### config.mk
export PLATFORM = sky130hd
export DESIGN_NAME = nsrl_ctrl
export DESIGN_NICKNAME = d
export VERILOG_FILES = /design/src/design/nsrl_pkg.sv /design/src/design/nsrl_ctrl.sv
export SDC_FILE = /design/constraint.sdc
export NUM_CORES = 1
export LEC_CHECK = 0
export BUFFER_PORTS_ARGS = -buffer_cell sky130_fd_sc_hd__buf_2
export CAP_MARGIN = 40
export CORE_AREA = 2 2 39 41
export DETAILED_ROUTE_END_ITERATION = 16
export DIE_AREA = 0 0 41 43
export HOLD_SLACK_MARGIN = 0.08
export PLACE_DENSITY = 0.62
export SLEW_MARGIN = 20
export SYNTH_ARGS = -nofsm -noshare
export SYNTH_HDL_FRONTEND = slang
export SYNTH_SLANG_ARGS = --single-unit
### constraint.sdc
create_clock -name clk -period 2.7 [get_ports clk]
set_input_delay 0.54 -clock clk [delete_from_list [all_inputs] [get_ports clk]]
set_output_delay 0.54 -clock clk [all_outputs]
set_load 0.02 [all_outputs]
### src/design/nsrl_pkg.sv
package nsrl_pkg;

  localparam int RATE_ENTRIES = 1024;
  localparam int EXC_ENTRIES  = 1024;
  localparam int RATE_IW      = $clog2(RATE_ENTRIES);
  localparam int RATE_CW      = $clog2(RATE_ENTRIES + 1);
  localparam int EXC_IW       = $clog2(EXC_ENTRIES);
  localparam int EXC_CW       = $clog2(EXC_ENTRIES + 1);

  localparam logic [1:0] VERDICT_PASS  = 2'd0;
  localparam logic [1:0] VERDICT_DROP  = 2'd1;
  localparam logic [1:0] VERDICT_ABORT = 2'd2;

  localparam logic [1:0] CFG_PASS_LIMIT   = 2'd0;
  localparam logic [1:0] CFG_WINDOW_NS    = 2'd1;
  localparam logic [1:0] CFG_WATCHED_PORT = 2'd2;
  localparam logic [1:0] CFG_BLOCKED_MODE = 2'd3;

  localparam logic       OP_CHECK  = 1'b0;
  localparam logic       OP_INSERT = 1'b1;

  localparam logic [15:0] MIN_CHECKED_LEN = 16'd43;
  localparam logic [15:0] ETH_IPV4        = 16'h0800;
  localparam logic [7:0]  PROTO_UDP       = 8'd17;

  localparam logic [31:0] RST_PASS_LIMIT   = 32'd2;
  localparam logic [63:0] RST_WINDOW_NS    = 64'd1000000000;
  localparam logic [15:0] RST_WATCHED_PORT = 16'd123;
  localparam logic [2:0]  RST_BLOCKED_MODE = 3'd6;

  typedef struct packed {
    logic        opcode;
    logic [15:0] frame_length;
    logic [15:0] ether_type;
    logic [7:0]  ip_protocol;
    logic [15:0] source_port;
    logic [15:0] dest_port;
    logic [7:0]  first_payload_byte;
    logic [31:0] source_address;
    logic [63:0] time_ns;
  } in_item_t;

  typedef struct packed {
    logic [1:0]  verdict;
    logic [63:0] blocked_total;
  } out_item_t;

  typedef struct packed {
    logic [63:0] start;
    logic [31:0] count;
    logic [63:0] total;
  } rate_rec_t;

  typedef struct packed {
    logic load;
    logic idx_clr;
    logic idx_inc;
    logic exc_insert;
    logic rate_new;
    logic rate_upd;
    logic set_pass;
    logic set_abort;
    logic emit;
  } cmd_t;

  typedef struct packed {
    logic checked;
    logic is_insert;
    logic exc_end;
    logic exc_hit;
    logic exc_full;
    logic rate_end;
    logic rate_hit;
    logic rate_full;
    logic out_blocked;
  } stat_t;

  typedef enum logic [2:0] {
    S_IDLE,
    S_EXC_RD,
    S_EXC_CMP,
    S_RATE_RD,
    S_RATE_CMP,
    S_UPD,
    S_FIN
  } state_t;

endpackage

### src/design/nsrl_ctrl.sv
module nsrl_ctrl (
  input  logic           clk,
  input  logic           rst,
  input  logic           in_valid,
  output logic           in_ready,
  input  nsrl_pkg::stat_t stat,
  output nsrl_pkg::cmd_t  cmd
);
  import nsrl_pkg::*;

  state_t state, state_next;

  always_ff @(posedge clk) begin
    if (rst) begin
      state <= S_IDLE;
    end else begin
      state <= state_next;
    end
  end

  always_comb begin
    state_next = state;
    cmd        = '0;
    in_ready   = 1'b0;
    case (state)
      S_IDLE: begin
        in_ready = 1'b1;
        if (in_valid) begin
          cmd.load    = 1'b1;
          cmd.idx_clr = 1'b1;
          state_next  = S_EXC_RD;
        end
      end
      S_EXC_RD: begin
        if (!stat.is_insert && !stat.checked) begin
          cmd.set_pass = 1'b1;
          state_next   = S_FIN;
        end else if (stat.exc_end) begin
          // Address not in the exception table.
          if (stat.is_insert) begin
            if (stat.exc_full) begin
              cmd.set_abort = 1'b1;
            end else begin
              cmd.exc_insert = 1'b1;
              cmd.set_pass   = 1'b1;
            end
            state_next = S_FIN;
          end else begin
            cmd.idx_clr = 1'b1;
            state_next  = S_RATE_RD;
          end
        end else begin
          state_next = S_EXC_CMP;
        end
      end
      S_EXC_CMP: begin
        if (stat.exc_hit) begin
          cmd.set_pass = 1'b1;
          state_next   = S_FIN;
        end else begin
          cmd.idx_inc = 1'b1;
          state_next  = S_EXC_RD;
        end
      end
      S_RATE_RD: begin
        if (stat.rate_end) begin
          if (stat.rate_full) begin
            cmd.set_abort = 1'b1;
          end else begin
            cmd.rate_new = 1'b1;
          end
          state_next = S_FIN;
        end else begin
          state_next = S_RATE_CMP;
        end
      end
      S_RATE_CMP: begin
        if (stat.rate_hit) begin
          state_next = S_UPD;
        end else begin
          cmd.idx_inc = 1'b1;
          state_next  = S_RATE_RD;
        end
      end
      S_UPD: begin
        cmd.rate_upd = 1'b1;
        state_next   = S_FIN;
      end
      S_FIN: begin
        if (!stat.out_blocked) begin
          cmd.emit   = 1'b1;
          state_next = S_IDLE;
        end
      end
      default: begin
        state_next = S_IDLE;
      end
    endcase
  end

endmodule

=== Word-level counts from Yosys, hierarchy flattened ===
Cells that the tools add are included.

* Output and inout port bits: 10
* Input bits: 12
* Word-level logic and storage cells: 54
* Flip-flop bits (word level): 3

* Equal/unequal tests: 8
* Muxes and demuxes: 40
* Reductions and logical operators: 5

{| class="wikitable"
|+ Operators with widths
! cell !! number
|-
| 1-bit 2-to-1 mux || 24
|-
| 3-bit 2-to-1 mux || 7
|-
| 3-bit case mux with 7 select lines || 1
|-
| 3-bit == test, second input constant || 3
|-
| 2-bit 2-to-1 mux || 4
|-
| 1-bit case mux with 2 select lines || 4
|-
| 3-bit by 2-bit == test with 1-bit output, second input constant || 2
|-
| 2-bit != test, second input constant || 2
|-
| 3-bit by 1-bit == test with 1-bit output, second input constant || 1
|-
| 3-bit zero test || 1
|-
| 1-bit zero test || 2
|-
| 2-bit AND reduction || 1
|-
| 1-bit logical AND || 1
|}

=== Depth between registers and ports, before layout ===
* Depth after elaboration: 5
* Mapped depth: 5
* Depth with buffers taken out: 4

=== Worst setup path before layout ===
No wires, ideal clock.

* Path type: register to output
* From: reg state[1]
* To: out cmd[7] (netlist bit)
* Arrival time: 1,554 ps
* Buffers on the path: 1
* Slack: 606 ps
* Cell stages (with the launch flop): 5
* Data required time: 2,160 ps
* Path through: dfxtp_1 -> buf_6 -> nor3_1 -> and2_1 -> nand2b_1

{| class="wikitable"
|+ RTL lines
! item !! RTL line !! source
|-
| from (decl) || nsrl_ctrl.sv:11 || <nowiki>state_t state, state_next;</nowiki>
|-
| from (signal assigned) || nsrl_ctrl.sv:17 || <nowiki>state <= state_next;</nowiki>
|-
| to (decl) || nsrl_ctrl.sv:7 || <nowiki>output nsrl_pkg::cmd_t cmd</nowiki>
|}

==> flow_summary.ini <==
[synth]
yosys.area.top_type_share_pct = 18.1
synth-edff-count = 0
postSynth.topFlopCell = dfxtp_1
synth.net_count = 58
synthMostInstantiatedCell = nor2_1
synth_async_sr_flop_share_pct = 0
post_synthesis_cell_type_with_the_largest_combined_area = dfxtp_1
synth.yosys.warnings = 0
synthMuxAreaShare_pct = 0
netlist_instances = 46
synth.cell_area_um2 = 332
yosys.area_share.xor_xnor_pct = 0
yosys.area_share.adder_pct = 0
synth_top_family_by_area = simple AND/OR/NAND/NOR gates
synth_compound_area_share_pct = 26.8
synth_top_cells_by_count = 5 x nor2_1, 4 x nor3_1, 4 x o21ai_0
synthDistinctLibCells = 25
synth_simple_gate_area_share_pct = 42.6
syn_avg_cell_area_um2 = 7.21
synth.ff_latch_count = 3
ys_top_cells_by_area = dfxtp_1 18%, buf_6 10%, nor3_1 6.0%, o21ai_0 6.0%, nor2_1 5.7%
seq_area_frac_synth_pct = 18.1

[global_route]
initial_antenna_violation_count = 0
grt.total_usage_pct = 11.3
grt_first_pass_wirelength_mm = 1.32
grt_start_max_net_pins = 15
grt_pass1_vias = 364
grt_overflow = 0

[cts]
tritoncts = yes
cts.path.max_buffers = 2
cts-hold-fix-buffers = 0
cts_sinks = 3
clkLatencyLatePin_ps = 240
cts-buffers-inserted = 3
cts-htree-levels = 1
cts.root.buffer_cell = clkbuf_4
clk_pin_slew_ps = 30
post-cts-setup-buffers = 0
cts_resized = 0

[timing]
worst_pin_slew_ps = 479
setup-tns-final_ps = 0
slew_viol_final = 0
rsz_0062_raised_after_global_routing = false
final_min_period_over_clock_period_pct = 76.4
fin_skew_ps = 4.23
fmax_ghz = 0.485
hold_violations = 0
worst_slew_margin_rel_pct = 67.6
smallest_setup_slack_after_layout_ps = 638
layout_min_cycle_time_ps = 2060
finalSetupViolCount = 0

[worst_setup_path]
worst-setup-path-type = flip-flop to primary output
slowest_stage = dfxtp_1
timing.critical_path.arrival_ps = 1520
critical_path_buf_inv_count = 1
crit_required_ps = 2160
timing.critical_path.from_type = flip-flop
worstPathMaxFanout = 12
worst_path_largest_cell_delay_ps = 520
cells_traversed_along_the_worst_timing_path = or2b_1 -> o22a_1 -> nor2_1 -> buf_2
endpoint_kind = primary output
critical_path.top_delay_family = flip-flops

[place]
gpl.final_weighted_congestion = 0.749
dp.final_hpwl_um = 653
postPlaceCellArea_um2 = 423
pre_cts_ws_ps = 849
i_o_buffers = 21

[route]
drt_pre_antenna_iters = 2
detail-route-antenna-nets = 0
viasPerCell = 4.76
post_drt_wl_per_cell_um = 9.86
detailroute.via_count = 400
finalWirelength_um = 828
detail_route.iter0.violations = 2
detail_route.drc_violations = 0

[final_layout]
reg_top3 = state (3)
multiInputGateArea_um2 = 230
final.fill_count = 159
area_growth_syn_to_layout_pct = 35.5
insertedDiodeCount = 0
final_layout_size_suffix_gt1_share_pct = 36.8
number_of_flip_flops_in_the_largest_register = 3
register_with_the_highest_flop_count = state
layout.cell_area.non_filler_um2 = 449
fin_nets = 81
register_area_um2 = 60.1

[job]
maxCapViolCount = 0

[pwr]
combPwrFrac_pct = 45.8
internal-power_uw = 169
leakage_uw = 0.000209
power.switching_fraction_pct = 43.7
power.density_cell_area_mw_per_mm2 = 666
power.sequential.fraction_pct = 27.2
switching_component_of_the_power_uw = 131
pwr-share-clk_pct = 27.0
fin_total_pwr_uw = 299
worst_ir_drop_vdd_mv = 0.345

[floorplanning]
rows = 14
floorplan.die.width_um = 41
design.die.area_mm2 = 0.00176
chipHeight_um = 43
placeableCoreArea_mm2 = 0.00138
floorplan.initialDensity_pct = 24.0
io-pin-count = 22

[run_status]
status = finished clean

[worst_hold_path]
holdCritPathClass = input port to flip-flop
-- layer usage --
| layer | wire (µm) | global-route usage [%] |
|---|---|---|
| met1 | 401 | 13.1 |
| met2 | 358 | 15.3 |
| met3 | 50 | 3.66 |
| met4 | 18 | 10.7 |
| met5 | 0 | 0 |
-- layout make-up --
class,count,share of cell area [%]
multi-input combinational,38,51.3
timing repair buffer,21,23.4
sequential,3,13.4
clock buffer,4,5.85
tap,16,4.46
inverter,2,1.67
-- power groups by stage --
stage	Sequential [µW]	Combinational [µW]	Clock, µW
finish	81.3	137	80.9
global route	85.8	151	83.5
CTS	81.6	139	83.7
detailed placement	83.0	138	0
global placement	81.6	137	0
floorplan	61.0	131	0
-- cell usage in the layout (no fill, tap or decap) --
master,synthesis,routed
and2_1,1,1
or2b_1,1,1
nor2_1,5,5
and3b_1,1,1
o21ai_1,1,1
o22ai_1,1,1
nand2_2,1,1
o22a_1,2,2
and4_1,1,1
a21oi_1,3,3
o21a_1,1,1
nand4_1,2,2
nor4b_1,1,1
or4b_1,1,1
buf_2,0,21
a22o_1,1,1
o41ai_1,1,1
nor2b_1,1,1
nor3_1,4,4
nor3b_1,1,1
o21ai_0,4,4
nand2b_1,2,2
clkbuf_4,0,3
dfxtp_1,3,3
inv_1,2,2
nand2_1,2,2
clkbuf_1,0,1
-- metrics by stage --
stage | cells | hold WS (ps) | utilization, %
after floorplan | 46 | 601 | -
after global placement | 80 | 704 | 30.6
after detailed placement | 80 | 712 | 30.6
after CTS | 84 | 611 | 32.5
after global routing | 84 | 645 | 32.5
final | 84 | 611 | 32.5
-- tightest hold or removal path, stage by stage --
cell and delay (ps):
buf_2 90, or4b_1 110, o21ai_1 60
-- final timing paths --
kind | end | slack, ps | start | cells after the start
worst min-delay path | state[2] | 610 | rst | 3
worst max-delay path | cmd[6] | 640 | state[1] | 4
worst max register to register | state[2] | 1260 | state[0] | 4
worst min register to register | state[0] | 700 | state[0] | 2
-- logic make-up (layout without fill, tap and decap cells) --
group	after synthesis	count (layout)
AOI/OAI and AO/OA	14	14
and+or+nand+nor	24	24
buffers and inverters	5	27
DFF	3	3
Power figures use the tool's default switching activity.
